--- src/rtl/lkvc_pkg.sv ---
`timescale 1ns / 1ps
// ----------------------------------------------------------------------------
// lkvc_pkg
// Shared constants and types for the LRU key/value cache.
// ----------------------------------------------------------------------------
package lkvc_pkg;

    localparam int CAPACITY_DEF  = 8;
    localparam int KEY_BITS_DEF  = 32;
    localparam int DATA_BITS_DEF = 32;

    localparam logic [1:0] OP_PUT   = 2'd0;
    localparam logic [1:0] OP_GET   = 2'd1;
    localparam logic [1:0] OP_ERASE = 2'd2;

    // Control broadcast from the sequencer to every cell
    typedef struct packed {
        logic look;       // compare phase: latch match and slot selects
        logic put_new;    // update phase: put of an absent key
        logic use_lru;    // put_new into a full store: reuse least recent
        logic get_hit;    // update phase: get that hit
        logic erase_hit;  // update phase: erase that hit
    } cell_ctrl_t;

endpackage

--- src/rtl/lru_key_value_cache_unit.sv ---
`timescale 1ns / 1ps
// ----------------------------------------------------------------------------
// lru_key_value_cache_unit
// Fully associative key/value cache with least-recently-used replacement.
// ----------------------------------------------------------------------------
// Issue an item by raising start while busy is low; func selects put, get or
// erase. Every item keeps busy high for a compare pass along the row of
// entry cells, then an update pass, and its result appears on found and
// data_out, flagged by done for exactly one cycle, as busy falls; the
// receiver must take it then, as there is no way to hold it off.
// A new item may be issued in that same cycle, so the block takes a new item
// as soon as the last one is through; start is ignored while busy is high.
// The store is empty after reset. found is 1 for a valid func when the key was
// present before the item (for a put this means the put was rejected and
// nothing changed); data_out is the stored value on a get hit and zero otherwise.
// ----------------------------------------------------------------------------
module lru_key_value_cache_unit #(
    parameter int CAPACITY  = lkvc_pkg::CAPACITY_DEF,
    parameter int KEY_BITS  = lkvc_pkg::KEY_BITS_DEF,
    parameter int DATA_BITS = lkvc_pkg::DATA_BITS_DEF
) (
    input  logic                 clk,
    input  logic                 rst_n,
    input  logic                 start,
    output logic                 busy,
    input  logic [1:0]           func,
    input  logic [KEY_BITS-1:0]  key,
    input  logic [DATA_BITS-1:0] data_in,
    output logic                 done,
    output logic                 found,
    output logic [DATA_BITS-1:0] data_out
);
    import lkvc_pkg::*;

    localparam int RANK_BITS = (CAPACITY > 1) ? $clog2(CAPACITY) : 1;

    // One-hot sequencer
    typedef enum logic [2:0] {
        ST_IDLE = 3'b001,
        ST_LOOK = 3'b010,
        ST_UPDT = 3'b100
    } state_t;

    state_t state_reg, state_next;

    // Item captured at issue
    logic [1:0]           op_reg;
    logic [KEY_BITS-1:0]  key_reg;
    logic [DATA_BITS-1:0] data_reg;

    // Compare-pass summary
    logic                 hit_reg;
    logic                 full_reg;
    logic [RANK_BITS-1:0] hit_rank_reg;
    logic [DATA_BITS-1:0] hit_data_reg;

    // Result register
    logic                 done_reg;
    logic                 found_reg;
    logic [DATA_BITS-1:0] data_out_reg;

    // Chains along the cell row
    logic                 hit_chain   [CAPACITY+1];
    logic                 free_chain  [CAPACITY+1];
    logic [RANK_BITS-1:0] rank_chain  [CAPACITY+1];
    logic [DATA_BITS-1:0] rdata_chain [CAPACITY+1];

    cell_ctrl_t ctrl;
    logic       accept;
    logic       op_valid;

    assign accept   = start && (state_reg == ST_IDLE);
    assign op_valid = op_reg inside {OP_PUT, OP_GET, OP_ERASE};

    always_comb
    begin
        ctrl           = '0;
        ctrl.look      = (state_reg == ST_LOOK);
        if (state_reg == ST_UPDT)
        begin
            ctrl.put_new   = (op_reg == OP_PUT) && !hit_reg;
            ctrl.use_lru   = full_reg;
            ctrl.get_hit   = (op_reg == OP_GET) && hit_reg;
            ctrl.erase_hit = (op_reg == OP_ERASE) && hit_reg;
        end
    end

    always_comb
    begin
        state_next = state_reg;
        case (state_reg)
            ST_IDLE: if (start) state_next = ST_LOOK;
            ST_LOOK: state_next = ST_UPDT;
            ST_UPDT: state_next = ST_IDLE;
            default: state_next = ST_IDLE;
        endcase
    end

    assign hit_chain[0]   = 1'b0;
    assign free_chain[0]  = 1'b0;
    assign rank_chain[0]  = '0;
    assign rdata_chain[0] = '0;

    for (genvar i = 0; i < CAPACITY; i++)
    begin : g_cell
        lkvc_cell #(
            .CAPACITY  (CAPACITY),
            .KEY_BITS  (KEY_BITS),
            .DATA_BITS (DATA_BITS),
            .RANK_BITS (RANK_BITS)
        ) u_cell (
            .clk       (clk),
            .rst_n     (rst_n),
            .ctrl      (ctrl),
            .key_q     (key_reg),
            .data_q    (data_reg),
            .hit_rank  (hit_rank_reg),
            .hit_in    (hit_chain[i]),
            .hit_out   (hit_chain[i+1]),
            .free_in   (free_chain[i]),
            .free_out  (free_chain[i+1]),
            .rank_in   (rank_chain[i]),
            .rank_out  (rank_chain[i+1]),
            .rdata_in  (rdata_chain[i]),
            .rdata_out (rdata_chain[i+1])
        );
    end

    always_ff @(posedge clk or negedge rst_n)
    begin
        if (!rst_n)
        begin
            state_reg <= ST_IDLE;
            done_reg  <= 1'b0;
        end
        else
        begin
            state_reg <= state_next;
            done_reg  <= (state_reg == ST_UPDT);
        end
    end

    // Payload registers
    always_ff @(posedge clk)
    begin
        if (accept)
        begin
            op_reg   <= func;
            key_reg  <= key;
            data_reg <= data_in;
        end
        if (state_reg == ST_LOOK)
        begin
            hit_reg      <= hit_chain[CAPACITY];
            full_reg     <= !free_chain[CAPACITY];
            hit_rank_reg <= rank_chain[CAPACITY];
            hit_data_reg <= rdata_chain[CAPACITY];
        end
        if (state_reg == ST_UPDT)
        begin
            found_reg    <= op_valid && hit_reg;
            data_out_reg <= ((op_reg == OP_GET) && hit_reg) ? hit_data_reg : '0;
        end
    end

    assign busy     = (state_reg != ST_IDLE);
    assign done     = done_reg;
    assign found    = found_reg;
    assign data_out = data_out_reg;

endmodule

--- src/rtl/lkvc_cell.sv ---
`timescale 1ns / 1ps
// ----------------------------------------------------------------------------
// lkvc_cell
// One cache entry: key, value, valid and recency rank, plus its links in the
// hit, free-slot, rank and read-data chains.
// ----------------------------------------------------------------------------
module lkvc_cell #(
    parameter int CAPACITY  = lkvc_pkg::CAPACITY_DEF,
    parameter int KEY_BITS  = lkvc_pkg::KEY_BITS_DEF,
    parameter int DATA_BITS = lkvc_pkg::DATA_BITS_DEF,
    parameter int RANK_BITS = (CAPACITY > 1) ? $clog2(CAPACITY) : 1
) (
    input  logic                 clk,
    input  logic                 rst_n,
    input  lkvc_pkg::cell_ctrl_t ctrl,
    input  logic [KEY_BITS-1:0]  key_q,
    input  logic [DATA_BITS-1:0] data_q,
    input  logic [RANK_BITS-1:0] hit_rank,
    input  logic                 hit_in,
    output logic                 hit_out,
    input  logic                 free_in,
    output logic                 free_out,
    input  logic [RANK_BITS-1:0] rank_in,
    output logic [RANK_BITS-1:0] rank_out,
    input  logic [DATA_BITS-1:0] rdata_in,
    output logic [DATA_BITS-1:0] rdata_out
);
    import lkvc_pkg::*;

    localparam logic [RANK_BITS-1:0] LRU_RANK = RANK_BITS'(CAPACITY - 1);

    logic                 valid_reg, valid_next;
    logic [RANK_BITS-1:0] rank_reg,  rank_next;
    logic [KEY_BITS-1:0]  key_reg;
    logic [DATA_BITS-1:0] data_reg;
    logic                 match_reg, free_sel_reg, lru_sel_reg;
    logic                 match, free_sel, lru_sel, target;

    assign match    = valid_reg && (key_reg == key_q);
    assign free_sel = !valid_reg && !free_in;   // lowest free slot wins
    assign lru_sel  = valid_reg && (rank_reg == LRU_RANK);

    assign hit_out   = hit_in | match;
    assign free_out  = free_in | !valid_reg;
    assign rank_out  = rank_in | (match ? rank_reg : '0);
    assign rdata_out = rdata_in | (match ? data_reg : '0);

    assign target = ctrl.put_new && (ctrl.use_lru ? lru_sel_reg : free_sel_reg);

    always_comb
    begin
        valid_next = valid_reg;
        rank_next  = rank_reg;
        if (target)
        begin
            valid_next = 1'b1;
            rank_next  = '0;
        end
        else if (ctrl.put_new && valid_reg)
        begin
            rank_next = rank_reg + 1'b1;
        end
        else if (ctrl.get_hit)
        begin
            if (match_reg)
                rank_next = '0;
            else if (valid_reg && (rank_reg < hit_rank))
                rank_next = rank_reg + 1'b1;
        end
        else if (ctrl.erase_hit)
        begin
            if (match_reg)
            begin
                valid_next = 1'b0;
                rank_next  = '0;
            end
            else if (valid_reg && (rank_reg > hit_rank))
            begin
                rank_next = rank_reg - 1'b1;
            end
        end
    end

    always_ff @(posedge clk or negedge rst_n)
    begin
        if (!rst_n)
        begin
            valid_reg    <= 1'b0;
            rank_reg     <= '0;
            match_reg    <= 1'b0;
            free_sel_reg <= 1'b0;
            lru_sel_reg  <= 1'b0;
        end
        else
        begin
            valid_reg <= valid_next;
            rank_reg  <= rank_next;
            if (ctrl.look)
            begin
                match_reg    <= match;
                free_sel_reg <= free_sel;
                lru_sel_reg  <= lru_sel;
            end
        end
    end

    always_ff @(posedge clk)
    begin
        if (target)
        begin
            key_reg  <= key_q;
            data_reg <= data_q;
        end
    end

endmodule

--- config.mk ---
export PLATFORM = sky130hd
export DESIGN_NAME = lru_key_value_cache_unit
export DESIGN_NICKNAME = d
export VERILOG_FILES = /design/src/rtl/lkvc_pkg.sv /design/src/rtl/lru_key_value_cache_unit.sv /design/src/rtl/lkvc_cell.sv
export SDC_FILE = /design/constraint.sdc
export NUM_CORES = 1
export LEC_CHECK = 0
export ABC_CLOCK_PERIOD_IN_PS = 5230
export CAP_MARGIN = 20
export CORE_MARGIN = 2
export CORE_UTILIZATION = 60
export CTS_BUF_LIST = sky130_fd_sc_hd__clkbuf_8
export DETAILED_ROUTE_END_ITERATION = 8
export DONT_BUFFER_PORTS = 1
export PLACE_DENSITY = 0.78
export SLEW_MARGIN = 30
export SYNTH_ARGS = -nofsm -noshare
export SYNTH_HDL_FRONTEND = slang
export SYNTH_SLANG_ARGS = --single-unit
export TNS_END_PERCENT = 5
--- constraint.sdc ---
create_clock -name clk -period 5.23 [get_ports clk]
set_input_delay 0 -clock clk [delete_from_list [all_inputs] [get_ports clk]]
set_output_delay 0 -clock clk [all_outputs]
set_load 0.01 [all_outputs]
==> metrics.md, run 1 <==
| Metric | Value |
|---|---|
| GR Util All Layers | 0.294 |
| Hold Vio Cnt, Final | 0 |
| Tmin final | 3.65 ns |
| Synth Area in Compound Gates | 0.0647 |
| Worst EP arrival | 4.23 ns |
| R2r setup slk | 1.58 ns |
| Site Rows | 81 |
| Crit path max fanout | 40 |
| Post-DRT Antenna Nets | 0 |
| Fmax | 274 MHz |
| PD cells | 380 nW/um2 |
| LEAKAGE | 11.9 nW |
| Largest net degree at the start of global routing | 66 |
| Worst Hold Depth | 2 |
| Final setup fails | 0 |
| PortBufs | 0 |
| Clock skew | 0.0463 ns |
| Post-synthesis cell type count | 84 |
| Critical path launch point type | register |
| Final WL | 73.2 mm |
| Share of cells above drive strength 1 | 0.114 |
| Total CTS buffers | 107 |
| Final Non-Filler Cells | 2857 |
| Clk sinks | 708 |
| Core ar. | 48600 um2 |
| Number of antenna diodes | 0 |
| Global-route wire length before repair | 111 mm |
| Clk_lat worst skew | 0.73 ns |
| Area growth syn-to-layout | 15.1% |
| CP Class | register to register |
| Synth Area in Adders | 0.0205 |
| Router iterations before antenna repair | 8 |
| CTS clk-pin slew, worst paths | 0.06 ns |
| Initial Util | 0.603 |
| Syn Area/Cell | 15.2 um2 |
| Wirelength per Cell | 25.6 um |
| Longest Clk Path Bufs | 3 |
| Predominant post-synthesis flop cell | edfxtp_1 |
| Die ar. | 50700 um2 |
| Simple-gate share of the synthesized area | 0.0928 |
| Post-Synth XOR/XNOR Area | 0.0752 |
| Die span in y | 225 um |
| H-tree levels | 3 |
| Die X | 225 um |
| Hold EP | state_reg[1] |
| Hold_sp | start |
| R2R Path Start | state_reg[0] |
| Syn_nets | 2051 |
| Sequential fraction of the synthesis area | 0.714 |
| FF+latch count, synth | 708 |
| Hold Path Class | input port to register |
| Main combinational cell family by area after synthesis | simple AND/OR/NAND/NOR gates |
| Vias per cell | 6.38 |
| Worst Tran Pin Value | 0.970 ns |
| Post-Syn Instances | 1934 |
| Fraction of registers with async set/reset | 0.0847 |
| RSZ-0062 raised after global routing | false |
| Tcrit/Tclk final | 0.699 |
| NumNets Final | 2260 |
| Maximum vdd drop | 0.000329 V |
| Outcome | completed |
| Initial antenna violation count | 0 |
| Mux share of post-synthesis cell area | 0.00580 |
| Initial DRC count | 1982 |
| DP Cell Count | 2519 |
| Reg2reg path depth | 7 |
| # Post-CTS Setup Buffers | 0 |
| Detailed placement HPWL | 41.0 mm |
| Placer Congestion | 0.885 |
| Number of global-route vias before repair | 18700 |
| Total standard cell area after synthesis | 29300 um2 |
| Io pins | 104 |
| DR vias | 18200 |
| Final Max Slew Viols | 0 |
| CTS tree | done |
| EDFF count, synth | 648 |
| Critical Path Sink Type | register |
| # DRC | 0 |
| Setup TNS Final | 0 ns |
| Warning count from the yosys run | 0 |
| Required time at the worst-slack endpoint | 5.81 ns |
| Max-cap violations | 0 |
| Slew margin rel. | 0.354 |
| Total gr overflow | 0 |
| Reg-to-Reg End | g_cell[0].u_cell.rank_reg[2] |
| Clock root buffer | clkbuf_8 |
[critical path, stage by stage (launching register included)]
cell,delay (ns)
dfstp_2,0.58
or3b_1,0.56
clkinv_4,0.50
and2_1,0.45
buf_4,0.28
o31a_1,0.35
a2111oi_4,0.43
mux2_1,0.37
[metrics by stage]
step           power [mW]  hold slack [ns]  setup WS, ns   util  instance area (um2)
2_1_floorplan        7.89           -0.296         0.218      -                29300
3_3_place_gp         8.41           -0.290          1.74  0.623                30300
3_5_place_dp         8.49           -0.290          1.64  0.624                30400
4_1_cts              12.8           0.0640          1.63  0.694                33800
5_1_grt              13.2           0.0971          1.39  0.694                33800
6_report             12.8           0.0918          1.58  0.694                33800
[cell usage in the layout (no fill, tap or decap), types with 76 or more instances in the layout]
cell,count
clkbuf_8,110
xor2_1,131
edfxtp_1,648
nand4_1,136
a22oi_1,76
nand3_1,78
dlygate4sd3_1,135
nand2_1,87
inv_1,110
xnor2_1,121
[worst max-delay path by stage]
| stage | from | endpoint | slack, ns |
|---|---|---|---|
| after floorplan | state_reg[0] | g_cell[6].u_cell.rank_reg[0] | 0.22 |
| after CTS | state_reg[0] | g_cell[0].u_cell.rank_reg[2] | 1.63 |
| final | state_reg[0] | g_cell[0].u_cell.rank_reg[2] | 1.58 |
| after global placement | state_reg[0] | g_cell[4].u_cell.data_reg[7] | 1.74 |
| after detailed placement | state_reg[0] | g_cell[0].u_cell.rank_reg[2] | 1.64 |
| after global routing | state_reg[0] | g_cell[0].u_cell.rank_reg[2] | 1.39 |
[final cells by class]
cell class              count  area, um2
flip-flops and latches    708      21000
fillers                  3040      14900
multi-input cells        1045       7720
repair buffers            207       2030
clock buffers             110       1510
well taps                 622        778
clock inverters            91        480
inverters                  74        283
[cell usage after synthesis (30+ instances only)]
| cell type | instances | share of area |
|---|---|---|
| nor2_1 | 40 | 0.0051 |
| nand4_1 | 136 | 0.029 |
| nor4_1 | 35 | 0.0075 |
| a22oi_1 | 76 | 0.019 |
| o2111a_1 | 35 | 0.013 |
| xnor2_1 | 121 | 0.036 |
| buf_2 | 57 | 0.0097 |
| inv_1 | 73 | 0.0093 |
| ha_1 | 48 | 0.020 |
| edfxtp_1 | 648 | 0.66 |
| nand2_1 | 87 | 0.011 |
| nand3_1 | 78 | 0.013 |
| clkbuf_1 | 43 | 0.0055 |
| a21oi_1 | 30 | 0.0051 |
| and2_1 | 35 | 0.0075 |
| xor2_1 | 131 | 0.039 |
| dfrtp_1 | 59 | 0.050 |
[layer usage]
| metal | wire, um | global-route usage | part of all wire |
|---|---|---|---|
| met5 | 0 | 0 | 0 |
| met2 | 35700 | 0.475 | 0.49 |
| met1 | 27000 | 0.389 | 0.37 |
| met4 | 2880 | 0.138 | 0.039 |
| met3 | 7580 | 0.0579 | 0.10 |
[cells by family after synthesis]
group	Yosys count
compound gates	241
xor+xnor	252
fa+ha+maj	48
buf+inv	181
flops	708
mux	16
simple gates	488
[power breakdown]
part / leakage [nW] / switching (mW) / internal [mW] / total (mW)
Clock: 1.17 / 2.19 / 2.12 / 4.31
Sequential: 6.70 / 0.403 / 6.67 / 7.08
Combinational: 3.99 / 0.891 / 0.540 / 1.43
Total: 11.9 / 3.49 / 9.33 / 12.8
[timing repair]
action / CTS / global route
resized for setup: 0 / 0
hold endpoints to repair: 158 / 0
hold buffers: 137 / 0
Power figures use the tool's default switching activity.
==> run 2: changes to the inputs <==
--- a/config.mk
+++ b/config.mk
@@ -5,7 +5,7 @@
 export SDC_FILE = /design/constraint.sdc
 export NUM_CORES = 1
 export LEC_CHECK = 0
-export ABC_CLOCK_PERIOD_IN_PS = 5230
+export ABC_CLOCK_PERIOD_IN_PS = 3250
 export CAP_MARGIN = 20
 export CORE_MARGIN = 2
 export CORE_UTILIZATION = 60
==> constraint.sdc (replaced) <==
create_clock -name clk -period 3.25 [get_ports clk]
set_input_delay 0 -clock clk [delete_from_list [all_inputs] [get_ports clk]]
set_output_delay 0 -clock clk [all_outputs]
set_load 0.01 [all_outputs]
==> metrics.md, run 2 (synthesis results as in run 1) <==
| Metric | Value |
|---|---|
| Grt peak-use layer | met2 |
| Maximum vdd drop | 0.000650 V (+98%) |
| LEAKAGE | 12.0 nW (+0.82%) |
| Critical Path Sink Type | register |
| GR Util All Layers | 0.299 (+0.00413) |
| Die ar. | 50700 um2 (unchanged) |
| PortBufs | 0 (unchanged) |
| Outcome | completed |
| Clock skew | 0.0455 ns (-0.000807 ns) |
| Initial DRC count | 2360 (+19%) |
| Most frequent cells in the layout | edfxtp_1, nand4_1, dlygate4sd3_1 |
| Share of cells above drive strength 1 | 0.118 (+0.00460) |
| Final setup fails | 0 (unchanged) |
| Initial antenna violation count | 2 (+2) |
| Router iterations before antenna repair | 6 (-2) |
| Tcrit/Tclk final | 0.893 (+0.194) |
| Vias per cell | 6.40 (+0.32%) |
| Wirelength per Cell | 26.0 um (+1.5%) |
| Final WL | 74.5 mm (+1.8%) |
| # DRC | 0 (unchanged) |
| Clk_lat worst skew | 0.73 ns (about the same) |
| Met1 usage | 0.396 (+0.00668) |
| Post-DRT Antenna Nets | 0 (unchanged) |
| Tmin final | 2.90 ns (-0.753 ns) |
| Placer Congestion | 0.889 (+0.46%) |
| DR vias | 18300 (+0.57%) |
| Total CTS buffers | 109 (+1.9%) |
| Longest Clk Path Bufs | 3 (unchanged) |
| # Post-CTS Setup Buffers | 0 (unchanged) |
| FILL cells | 3017 (-0.76%) |
| Worst EP arrival | 3.45 ns (-0.78 ns) |
| CP Class | register to register |
| CTS tree | done |
| CTS clk-pin slew, worst paths | 0.06 ns (about the same) |
| Worst Tran Pin Value | 0.972 ns (+0.00235 ns) |
| Number of global-route vias before repair | 18700 (+0.13%) |
| Area growth syn-to-layout | 16.1% |
| Clk sinks | 708 (unchanged) |
| Setup TNS Final | 0 ns (unchanged) |
| Critical path launch point type | register |
| H-tree levels | 3 (unchanged) |
| NumNets Final | 2273 (+0.58%) |
| Met3 GRT Util | 0.0647 (+0.00678) |
| Reg2reg path depth | 7 (unchanged) |
| PD cells | 608 nW/um2 (+60%) |
| Reg-to-Reg End | hit_data_reg[4] |
| Required time at the worst-slack endpoint | 3.80 ns (-2.01 ns) |
| RSZ-0062 raised after global routing | false |
| Hold Path Class | input port to async pin |
| Fmax | 345 MHz (+26%) |
| Slew margin rel. | 0.352 (-0.00157) |
| Final Max Slew Viols | 0 (unchanged) |
| GR Layer Usage met2 | 0.484 (+0.00866) |
| Crit path max fanout | 33 (-18%) |
| DP Cell Count | 2529 (+0.40%) |
| Max-cap violations | 0 (unchanged) |
| Detailed placement HPWL | 41.0 mm (about the same) |
| Hold Vio Cnt, Final | 0 (unchanged) |
| Final Non-Filler Cells | 2864 (+0.25%) |
| Global-route wire length before repair | 112 mm (+1.4%) |
| Most common cell after layout, fill and taps aside | edfxtp_1 |
| Die span in y | 225 um (unchanged) |
| Clock root buffer | clkbuf_8 |
| R2r setup slk | 0.35 ns (-1.23 ns) |
| Total gr overflow | 0 (unchanged) |
| Largest net degree at the start of global routing | 69 (+4.5%) |
| Die X | 225 um (unchanged) |
| Initial Util | 0.603 (unchanged) |
| R2R Path Start | key_reg[2] |
| Core ar. | 48600 um2 (unchanged) |
| Io pins | 104 (unchanged) |
| Site Rows | 81 (unchanged) |
run 2: routing by layer:
metal  share of wire  up-vias
met2            0.48     1194
met4           0.036        0
li1                -     7853
met3           0.098      228
met1            0.38     9063
met5               0        -
run 2: how the worst max path moves through the flow:
stage / startpoint / end / slack (ns) / depth (start not counted)
CTS: key_reg[2] / hit_data_reg[3] / 0.40 / 7
finish: key_reg[2] / hit_data_reg[4] / 0.35 / 7
global placement: key_reg[29] / hit_rank_reg[1] / 0.35 / 8
global route: key_reg[22] / hit_data_reg[4] / 0.29 / 8
floorplan: state_reg[0] / g_cell[7].u_cell.rank_reg[0] / -0.57 / 8
detailed placement: key_reg[2] / hit_data_reg[17] / 0.41 / 7
run 2: what timing repair did:
action / in CTS / in global routing
hold buffers: 138 / 0
gates resized for setup: 0 / 0
hold endpoints to repair: 155 / 0
run 2: stage by stage:
step	setup slack (ns)	power [mW]	instance area [um2]	hold slack (ns)	utilization
floorplan	-0.569	12.7	29400	-0.296	-
global placement	0.348	13.5	30600	-0.291	0.629
detailed placement	0.415	13.6	30600	-0.291	0.629
CTS	0.398	20.7	34100	0.355	0.700
global route	0.288	21.4	34100	0.421	0.700
finish	0.348	20.7	34100	0.399	0.700
run 2: area by class of cell:
class	count	area (um2)	share of cell area
multi-input cells	1045	7730	0.227
inverters	74	290	0.00852
diodes	1	2.50	0.0000735
clock buffers	114	1570	0.0461
well taps	622	778	0.0229
repair buffers	218	2270	0.0666
clock inverters	82	463	0.0136
flip-flops and latches	708	21000	0.615
run 2: power by group:
group          leakage (nW)  internal [mW]  switching [mW]  total, mW
Sequential             6.70           10.7           0.691       11.4
Combinational          4.10          0.890            1.33       2.22
Clock                  1.15           3.57            3.48       7.05
run 2: critical path, cell delays in order, from the launching register on:
cell,delay (ns)
edfxtp_1,0.87
xor2_1,0.14
nor4_1,0.53
nand4_1,0.27
nor3_4,0.35
buf_12,0.28
a22oi_1,0.14
nand3_1,0.12
